$ cat src/rtl/odce_pkg.sv
// Shared types and constants for the OLED draw command encoder.
package odce_pkg;

  // Panel geometry
  localparam int unsigned PANEL_WIDTH  = 96;
  localparam int unsigned PANEL_HEIGHT = 64;

  // Controller opcodes and fill-mode arguments
  localparam logic [7:0] OP_COLUMN_ADDR = 8'h15;
  localparam logic [7:0] OP_ROW_ADDR    = 8'h75;
  localparam logic [7:0] OP_LINE        = 8'h21;
  localparam logic [7:0] OP_RECT        = 8'h22;
  localparam logic [7:0] OP_FILL_MODE   = 8'h26;
  localparam logic [7:0] FILL_ON        = 8'h01;
  localparam logic [7:0] FILL_OFF       = 8'h00;

  // Byte sequencer
  localparam int unsigned IDX_W = 4;
  localparam logic [IDX_W-1:0] LAST_IDX_SHORT = IDX_W'(7);
  localparam logic [IDX_W-1:0] LAST_IDX_RECT  = IDX_W'(12);

  // Queue between front and back
  localparam int unsigned QUEUE_DEPTH = 2;
  localparam int unsigned QPTR_W      = (QUEUE_DEPTH > 1) ? $clog2(QUEUE_DEPTH) : 1;
  localparam int unsigned QCNT_W      = $clog2(QUEUE_DEPTH + 1);

  // Request kinds, same codes as req_type
  typedef enum logic [2:0] {
    K_POINT   = 3'd0,
    K_LINE    = 3'd1,
    K_HLINE   = 3'd2,
    K_VLINE   = 3'd3,
    K_OUTLINE = 3'd4,
    K_FILLED  = 3'd5
  } req_kind_t;

  // Classified request: ends already resolved by the front
  typedef struct packed {
    req_kind_t   kind;
    logic [7:0]  x;
    logic [7:0]  y;
    logic [7:0]  xe;
    logic [7:0]  ye;
    logic [15:0] color;
  } draw_desc_t;

endpackage

$ cat src/rtl/odce_front.sv
// Front stage: accepts requests, drops off-panel ones, resolves end points.
module odce_front import odce_pkg::*; (
  input  logic        clk,
  input  logic        rst,
  input  logic        push,
  output logic        full,
  input  logic [2:0]  req_type,
  input  logic [7:0]  x_start,
  input  logic [7:0]  y_start,
  input  logic [7:0]  x_end_or_width,
  input  logic [7:0]  y_end_or_height,
  input  logic [15:0] color,
  output logic        q_push,
  output draw_desc_t  q_wdata,
  input  logic        q_full
);

  logic       f_valid;
  draw_desc_t f_desc;
  draw_desc_t desc_next;
  logic       keep;
  logic       start_on;
  logic [8:0] sum_x;
  logic [8:0] sum_y;
  logic [7:0] lim_x;
  logic [7:0] lim_y;
  logic       accept;

  // Clamped ends for horizontal and vertical lines
  assign sum_x = {1'b0, x_start} + {1'b0, x_end_or_width};
  assign sum_y = {1'b0, y_start} + {1'b0, y_end_or_height};
  assign lim_x = (sum_x > 9'(PANEL_WIDTH - 1))  ? 8'(PANEL_WIDTH - 1)  : sum_x[7:0];
  assign lim_y = (sum_y > 9'(PANEL_HEIGHT - 1)) ? 8'(PANEL_HEIGHT - 1) : sum_y[7:0];

  assign start_on = (9'(x_start) < 9'(PANEL_WIDTH)) && (9'(y_start) < 9'(PANEL_HEIGHT));

  // Classify the request
  always_comb begin
    keep            = 1'b0;
    desc_next.kind  = K_POINT;
    desc_next.x     = x_start;
    desc_next.y     = y_start;
    desc_next.xe    = x_end_or_width;
    desc_next.ye    = y_end_or_height;
    desc_next.color = color;
    unique case (req_type) inside
      3'(K_POINT): begin
        keep           = start_on;
        desc_next.kind = K_POINT;
      end
      3'(K_LINE): begin
        keep = start_on && (9'(x_end_or_width) < 9'(PANEL_WIDTH))
                        && (9'(y_end_or_height) < 9'(PANEL_HEIGHT));
        desc_next.kind = K_LINE;
      end
      3'(K_HLINE): begin
        keep           = start_on;
        desc_next.kind = K_HLINE;
        desc_next.xe   = lim_x;
        desc_next.ye   = y_start;
      end
      3'(K_VLINE): begin
        keep           = start_on;
        desc_next.kind = K_VLINE;
        desc_next.xe   = x_start;
        desc_next.ye   = lim_y;
      end
      3'(K_OUTLINE), 3'(K_FILLED): begin
        keep           = start_on;
        desc_next.kind = (req_type == 3'(K_FILLED)) ? K_FILLED : K_OUTLINE;
        desc_next.xe   = x_start + x_end_or_width - 8'd1;
        desc_next.ye   = y_start + y_end_or_height - 8'd1;
      end
      default: begin
        keep = 1'b0;
      end
    endcase
  end

  // Front holding register feeding the queue
  assign q_push  = f_valid && !q_full;
  assign q_wdata = f_desc;
  assign full    = f_valid && q_full;
  assign accept  = push && !full;

  always_ff @(posedge clk) begin
    if (rst) begin
      f_valid <= 1'b0;
    end else if (accept) begin
      f_valid <= keep;
    end else if (q_push) begin
      f_valid <= 1'b0;
    end
  end

  always_ff @(posedge clk) begin
    if (accept) begin
      f_desc <= desc_next;
    end
  end

endmodule

$ cat src/rtl/odce_queue.sv
// Short descriptor queue between the front and the byte sequencer.
module odce_queue import odce_pkg::*; (
  input  logic       clk,
  input  logic       rst,
  input  logic       push,
  input  draw_desc_t wdata,
  output logic       full,
  input  logic       pop,
  output draw_desc_t rdata,
  output logic       empty
);

  draw_desc_t          slots [QUEUE_DEPTH];
  logic [QPTR_W-1:0]   wr_ptr;
  logic [QPTR_W-1:0]   rd_ptr;
  logic [QCNT_W-1:0]   count;
  logic                do_push;
  logic                do_pop;

  assign full    = (count == QCNT_W'(QUEUE_DEPTH));
  assign empty   = (count == '0);
  assign do_push = push && !full;
  assign do_pop  = pop && !empty;
  assign rdata   = slots[rd_ptr];

  // Pointers and fill count
  always_ff @(posedge clk) begin
    if (rst) begin
      wr_ptr <= '0;
      rd_ptr <= '0;
      count  <= '0;
    end else begin
      if (do_push) begin
        wr_ptr <= (wr_ptr == QPTR_W'(QUEUE_DEPTH - 1)) ? '0 : wr_ptr + 1'b1;
      end
      if (do_pop) begin
        rd_ptr <= (rd_ptr == QPTR_W'(QUEUE_DEPTH - 1)) ? '0 : rd_ptr + 1'b1;
      end
      count <= count + QCNT_W'(do_push) - QCNT_W'(do_pop);
    end
  end

  // Entry storage
  always_ff @(posedge clk) begin
    if (do_push) begin
      slots[wr_ptr] <= wdata;
    end
  end

endmodule

$ cat src/rtl/odce_back.sv
// Back stage: walks one descriptor byte by byte into the output register.
module odce_back import odce_pkg::*; (
  input  logic       clk,
  input  logic       rst,
  input  draw_desc_t q_rdata,
  input  logic       q_empty,
  output logic       q_pop,
  input  logic       pop,
  output logic       empty,
  output logic [7:0] out_byte,
  output logic       is_data,
  output logic       last
);

  logic             cur_valid;
  draw_desc_t       cur;
  logic [IDX_W-1:0] idx;
  logic             out_valid;
  logic             slot_free;
  logic             emit;
  logic             is_rect;
  logic             is_filled;
  logic [IDX_W-1:0] last_idx;
  logic             byte_last;
  logic [7:0]       byte_val;
  logic             byte_data;
  logic [7:0]       ca0;
  logic [7:0]       ca1;
  logic [7:0]       ca2;
  logic [7:0]       cb2;

  // Color byte forms
  assign ca0 = {2'b00, cur.color[15:10]};
  assign ca1 = cur.color[12:5];
  assign ca2 = {cur.color[6:0], 1'b0};
  assign cb2 = {3'b000, cur.color[15:11]};

  assign is_rect   = (cur.kind == K_OUTLINE) || (cur.kind == K_FILLED);
  assign is_filled = (cur.kind == K_FILLED);
  assign last_idx  = is_rect ? LAST_IDX_RECT : LAST_IDX_SHORT;
  assign byte_last = (idx == last_idx);

  assign slot_free = !out_valid || pop;
  assign emit      = cur_valid && slot_free;
  assign q_pop     = (!cur_valid || (emit && byte_last)) && !q_empty;

  // Byte selection for the current position
  always_comb begin
    byte_val  = 8'h00;
    byte_data = 1'b0;
    unique case (cur.kind) inside
      K_POINT: begin
        case (idx)
          4'd0:    byte_val = OP_COLUMN_ADDR;
          4'd1:    byte_val = cur.x;
          4'd2:    byte_val = cur.x;
          4'd3:    byte_val = OP_ROW_ADDR;
          4'd4:    byte_val = cur.y;
          4'd5:    byte_val = cur.y;
          4'd6: begin
            byte_val  = cur.color[15:8];
            byte_data = 1'b1;
          end
          default: begin
            byte_val  = cur.color[7:0];
            byte_data = 1'b1;
          end
        endcase
      end
      K_LINE, K_HLINE, K_VLINE: begin
        case (idx)
          4'd0:    byte_val = OP_LINE;
          4'd1:    byte_val = cur.x;
          4'd2:    byte_val = cur.y;
          4'd3:    byte_val = cur.xe;
          4'd4:    byte_val = cur.ye;
          4'd5:    byte_val = (cur.kind == K_LINE) ? ca0 : ca2;
          4'd6:    byte_val = ca1;
          default: byte_val = (cur.kind == K_LINE) ? ca2 : cb2;
        endcase
      end
      K_OUTLINE, K_FILLED: begin
        case (idx)
          4'd0:    byte_val = OP_FILL_MODE;
          4'd1:    byte_val = is_filled ? FILL_ON : FILL_OFF;
          4'd2:    byte_val = OP_RECT;
          4'd3:    byte_val = cur.x;
          4'd4:    byte_val = cur.y;
          4'd5:    byte_val = cur.xe;
          4'd6:    byte_val = cur.ye;
          4'd7:    byte_val = ca0;
          4'd8:    byte_val = ca1;
          4'd9:    byte_val = ca2;
          4'd10:   byte_val = is_filled ? ca0 : 8'h00;
          4'd11:   byte_val = is_filled ? ca1 : 8'h00;
          default: byte_val = is_filled ? ca2 : 8'h00;
        endcase
      end
      default: begin
        byte_val  = 8'h00;
        byte_data = 1'b0;
      end
    endcase
  end

  // Current descriptor and byte position
  always_ff @(posedge clk) begin
    if (rst) begin
      cur_valid <= 1'b0;
      idx       <= '0;
    end else if (q_pop) begin
      cur_valid <= 1'b1;
      idx       <= '0;
    end else if (emit) begin
      if (byte_last) begin
        cur_valid <= 1'b0;
        idx       <= '0;
      end else begin
        idx <= idx + 1'b1;
      end
    end
  end

  always_ff @(posedge clk) begin
    if (q_pop) begin
      cur <= q_rdata;
    end
  end

  // Output register: next byte loads as the waiting one is taken
  always_ff @(posedge clk) begin
    if (rst) begin
      out_valid <= 1'b0;
    end else if (emit) begin
      out_valid <= 1'b1;
    end else if (pop) begin
      out_valid <= 1'b0;
    end
  end

  always_ff @(posedge clk) begin
    if (emit) begin
      out_byte <= byte_val;
      is_data  <= byte_data;
      last     <= byte_last;
    end
  end

  assign empty = !out_valid;

  // Position never runs past the end of the sequence
  a_idx_range: assert property (@(posedge clk) disable iff (rst)
    cur_valid |-> (idx <= last_idx))
    else $error("byte position beyond sequence end");

  // A finished sequence restarts at the first byte
  a_restart: assert property (@(posedge clk) disable iff (rst)
    (emit && byte_last) |=> (idx == '0))
    else $error("byte position not reset after last byte");

  // A loaded descriptor is live at its first byte
  a_load: assert property (@(posedge clk) disable iff (rst)
    q_pop |=> (cur_valid && (idx == '0)))
    else $error("descriptor load did not start a sequence");

  // Data bytes only come from point requests
  a_data_point: assert property (@(posedge clk) disable iff (rst)
    (emit && byte_data) |-> (cur.kind == K_POINT))
    else $error("data flag on a non-point sequence");

endmodule

$ cat src/rtl/oled_draw_command_encoder.sv
// Top level of the OLED draw command encoder.
// Each accepted drawing request becomes its controller byte sequence, one byte
// per transfer on the result side: 8 bytes for a point or any line, 13 for a
// rectangle, with the final byte flagged by last. A request with its start off
// the panel, a line with an end off the panel, or an unknown type is accepted
// and yields no bytes. The byte sequencer issues one byte per clock while its
// output register is empty or being popped, and the bytes of consecutive
// requests follow with no gap. The input side takes one request per clock as
// long as the front register and the two-entry request queue have room; full
// rises only when both are occupied. A request passes the front register, the
// queue, the current descriptor register and the output register to be shown.
module oled_draw_command_encoder import odce_pkg::*; (
  input  logic        clk,
  input  logic        rst,
  input  logic        push,
  output logic        full,
  input  logic [2:0]  req_type,
  input  logic [7:0]  x_start,
  input  logic [7:0]  y_start,
  input  logic [7:0]  x_end_or_width,
  input  logic [7:0]  y_end_or_height,
  input  logic [15:0] color,
  output logic        empty,
  input  logic        pop,
  output logic [7:0]  out_byte,
  output logic        is_data,
  output logic        last
);

  logic       q_push;
  logic       q_full;
  logic       q_pop;
  logic       q_empty;
  draw_desc_t q_wdata;
  draw_desc_t q_rdata;

  // Request classification
  odce_front u_front (
    .clk             (clk),
    .rst             (rst),
    .push            (push),
    .full            (full),
    .req_type        (req_type),
    .x_start         (x_start),
    .y_start         (y_start),
    .x_end_or_width  (x_end_or_width),
    .y_end_or_height (y_end_or_height),
    .color           (color),
    .q_push          (q_push),
    .q_wdata         (q_wdata),
    .q_full          (q_full)
  );

  // Decoupling queue
  odce_queue u_queue (
    .clk   (clk),
    .rst   (rst),
    .push  (q_push),
    .wdata (q_wdata),
    .full  (q_full),
    .pop   (q_pop),
    .rdata (q_rdata),
    .empty (q_empty)
  );

  // Byte sequencer
  odce_back u_back (
    .clk      (clk),
    .rst      (rst),
    .q_rdata  (q_rdata),
    .q_empty  (q_empty),
    .q_pop    (q_pop),
    .pop      (pop),
    .empty    (empty),
    .out_byte (out_byte),
    .is_data  (is_data),
    .last     (last)
  );

endmodule
$ cat config.mk
export PLATFORM = sky130hd
export DESIGN_NAME = oled_draw_command_encoder
export DESIGN_NICKNAME = d
export VERILOG_FILES = /design/src/rtl/odce_pkg.sv /design/src/rtl/odce_front.sv /design/src/rtl/odce_queue.sv /design/src/rtl/odce_back.sv /design/src/rtl/oled_draw_command_encoder.sv
export SDC_FILE = /design/constraint.sdc
export NUM_CORES = 1
export LEC_CHECK = 0
export BUFFER_PORTS_ARGS = -buffer_cell sky130_fd_sc_hd__buf_2
export CAP_MARGIN = 10
export CORE_ASPECT_RATIO = 1.1
export CORE_MARGIN = 2
export CORE_UTILIZATION = 50
export CTS_BUF_LIST = sky130_fd_sc_hd__clkbuf_4
export DETAILED_ROUTE_END_ITERATION = 8
export PLACE_DENSITY = 0.68
export SLEW_MARGIN = 20
export SYNTH_ARGS = -nofsm -noshare
export SYNTH_HDL_FRONTEND = slang
export SYNTH_SLANG_ARGS = --single-unit
export TNS_END_PERCENT = 1
$ cat constraint.sdc
create_clock -name clk -period 12.5 [get_ports clk]
set_clock_uncertainty 0.15 [all_clocks]
set_input_delay 3.125 -clock clk [delete_from_list [all_inputs] [get_ports clk]]
set_output_delay 3.125 -clock clk [all_outputs]
set_load 0.03 [all_outputs]
==> flow_metrics.py <==
metrics = {
    "power": {
        "powerDensity_mw_per_mm2": 176,
        "vdd_drop_max_uv": 82.9,
        "p_leak_nw": 4.58,
        "finalPower_w": 0.00215,
    },
    "setup_path": {
        "worstPathRequired_ns": 12.88,
        "worstSetupStartpointType": "input port",
        "path_class": "in -> reg",
        "cp_max_fo": 54,
        "ff2ff_path_depth": 12,
        "endpoint_kind": "register",
        "r2r-end": "u_queue.count[1]",
        "arrival_ns": 5.79,
        "rrSetupSlack_ns": 9.23,
        "reg2reg_from": "u_back.idx[3]",
    },
    "cells_and_area": {
        "fin_util_pct": 57.4,
        "final_common_cell": "edfxtp_1",
        "drive_above_1_share_pct": 22.8,
        "final_cell_mix": "edfxtp_1, clkbuf_4, inv_1",
        "syn_to_final_growth_pct": 12.4,
        "fillers": 1775,
        "layout.nets": 1054,
    },
    "die": {
        "core_region_area_mm2": 0.0214,
        "die-area_mm2": 0.0230,
        "start_util_pct": 51.1,
        "dieWidth_um": 145,
        "io_pins": 67,
        "rows": 56,
        "die_h_um": 159,
    },
    "synth": {
        "synth_fp_nets": 962,
        "ys_warn_count": 0,
        "synth_area_per_cell_um2": 12.8,
        "ys_seq_elements": 225,
        "synthFlopType": "edfxtp_1",
        "syn_area_mm2": 0.0109,
        "synth_edf_count": 214,
        "synthArstFlopShare_pct": 0,
        "ys_seq_area_share_pct": 60.9,
        "netlist_instances": 855,
        "ys_types": 62,
    },
    "run_status": {
        "status": "finished, final reports clean",
    },
    "worst_hold_path": {
        "min_path_cells": 0,
        "holdPathEnd": "u_queue.slots[0][32]",
        "hp-class": "reg -> reg",
        "hold_start": "u_front.q_wdata[32]",
    },
    "detailed_routing": {
        "viasPerCell": 5.65,
        "firstDrtPassIters": 5,
        "num_vias": 7247,
        "wl_per_cell_um": 17.8,
        "detail-route-antenna-nets": 0,
        "drt_iter0_drc": 797,
        "wl_um": 22800,
        "drc": 0,
    },
    "placed_design": {
        "place.gp.congestion": 0.983,
        "place_ws_ns": 6.35,
        "io_buffer_count": 66,
        "dp_hpwl_um": 15600,
    },
    "cts": {
        "post_cts_resized": 0,
        "path_clk_slew_ns": 0.07,
        "cts_hold_buf": 0,
        "cts_tree": "yes",
        "cts_root_buf": "clkbuf_4",
        "cts_sinks": 225,
        "cts.path.max_buffers": 3,
        "cts_max_level": 2,
        "cts_buffers": 54,
        "post-cts-setup-buffers": 0,
        "insertion_delay_ns": 0.65,
    },
    "timing": {
        "maxSlewHeadroom_pct": 43.3,
        "hold_viol": 0,
        "worst-slew-pin-transition_ns": 0.827,
        "finalSetupViolCount": 0,
        "fin_ws_ns": 7.09,
        "finalSetupTns_ns": 0,
        "rsz0062_at_grt": "no",
        "period_minus_slack_ns": 5.41,
        "period_share_pct": 43.3,
        "slew_viol_final": 0,
        "clock.fmax_ghz": 0.185,
    },
    "global_routing": {
        "grt_pass1_vias": 7013,
        "grt_max_degree": 55,
        "antenna_found_initial": 1,
        "grt_pass1_wl_um": 36700,
        "overflow": 0,
        "grt_usage_pct": 20.4,
    },
    "job": {
        "max_cap_viol_count": 0,
    },
}
-- worst max path at each step --
stage | from | to | cells after the start
after floorplan | pop | u_queue.count[1] | 11
after global placement | pop | u_queue.count[1] | 12
after detailed placement | pop | u_queue.count[1] | 12
after CTS | pop | u_queue.count[1] | 12
after global routing | pop | u_queue.count[1] | 12
final | pop | u_queue.count[1] | 12
-- per-stage QoR --
stage	instance area, um2	hold WS (ns)	std cells
2_1_floorplan	10900	0.271	855
5_1_grt	12300	0.292	1282
3_5_place_dp	11500	0.280	1181
6_report	12300	0.289	1282
4_1_cts	12300	0.293	1281
3_3_place_gp	11500	0.274	1181
-- area by class of cell --
cell class | instances | area, um2 | area share, %
Antenna cell | 1 | 2.50 | 0.0204
Clock buffer | 82 | 616 | 5.02
Clock inverter | 18 | 105 | 0.857
Inverter | 74 | 278 | 2.26
Multi-Input combinational cell | 515 | 3840 | 31.3
Sequential cell | 225 | 6650 | 54.2
Tap cell | 290 | 363 | 2.96
Timing Repair Buffer | 77 | 413 | 3.37
-- sequential cells by signal (all words and copies together), names as in the netlist, 2 cells and up --
| signal | flops |
|---|---|
| u_queue.slots | 102 |
| u_back.ca2 | 5 |
| u_back.ca0 | 6 |
| u_back.ca1 | 5 |
| u_back.idx | 4 |
| u_back.out_byte | 8 |
| u_queue.count | 2 |
| u_back.cur | 35 |
| u_front.q_wdata | 51 |
-- kinds of logic after synthesis --
logic type / after synthesis / share of synthesized area (%)
buf+inv: 115 / 4.07
compound gates: 226 / 14.0
mux: 58 / 5.90
xor+xnor: 26 / 2.09
flops: 225 / 60.9
fa+ha+maj: 52 / 6.24
simple gates: 153 / 6.83
-- synth_stat cells, drive strengths merged, types with 10 or more instances --
master	n	area, um2
nor3	12	60.1
nand3	11	55.1
dfxtp	11	220
a21oi	70	350
a221oi	16	146
xnor2	21	184
mux2	51	574
o21ai	35	175
nand2	45	169
a211oi	10	75.1
ha	48	601
edfxtp	214	6430
inv	73	274
a22oi	16	120
clkbuf	32	120
nor2	38	143
-- power by group --
group          internal, W  switching [W]
Sequential        0.000965      0.0000867
Clock             0.000322       0.000271
Combinational     0.000199       0.000311
-- worst max-delay path, stage by stage --
cell      delay (ns)
buf_2           0.07
nand2b_1        0.10
and2_1          0.53
nand3b_1        0.30
a21oi_4         0.21
buf_4           0.54
ha_1            0.34
inv_1           0.05
ha_1            0.14
xor2_1          0.17
xnor2_1         0.13
nor2_1          0.05
-- layer usage --
metal  global-route usage [%]  vias up  part of all wire (%)
met2                     31.3      297                    47
met5                        0        -                     0
met1                     28.6     3431                    43
li1                         -     3473                     -
met3                     3.49       46                   6.1
met4                     9.22        0                   3.4
No activity file was read; power rests on OpenSTA's default activity.
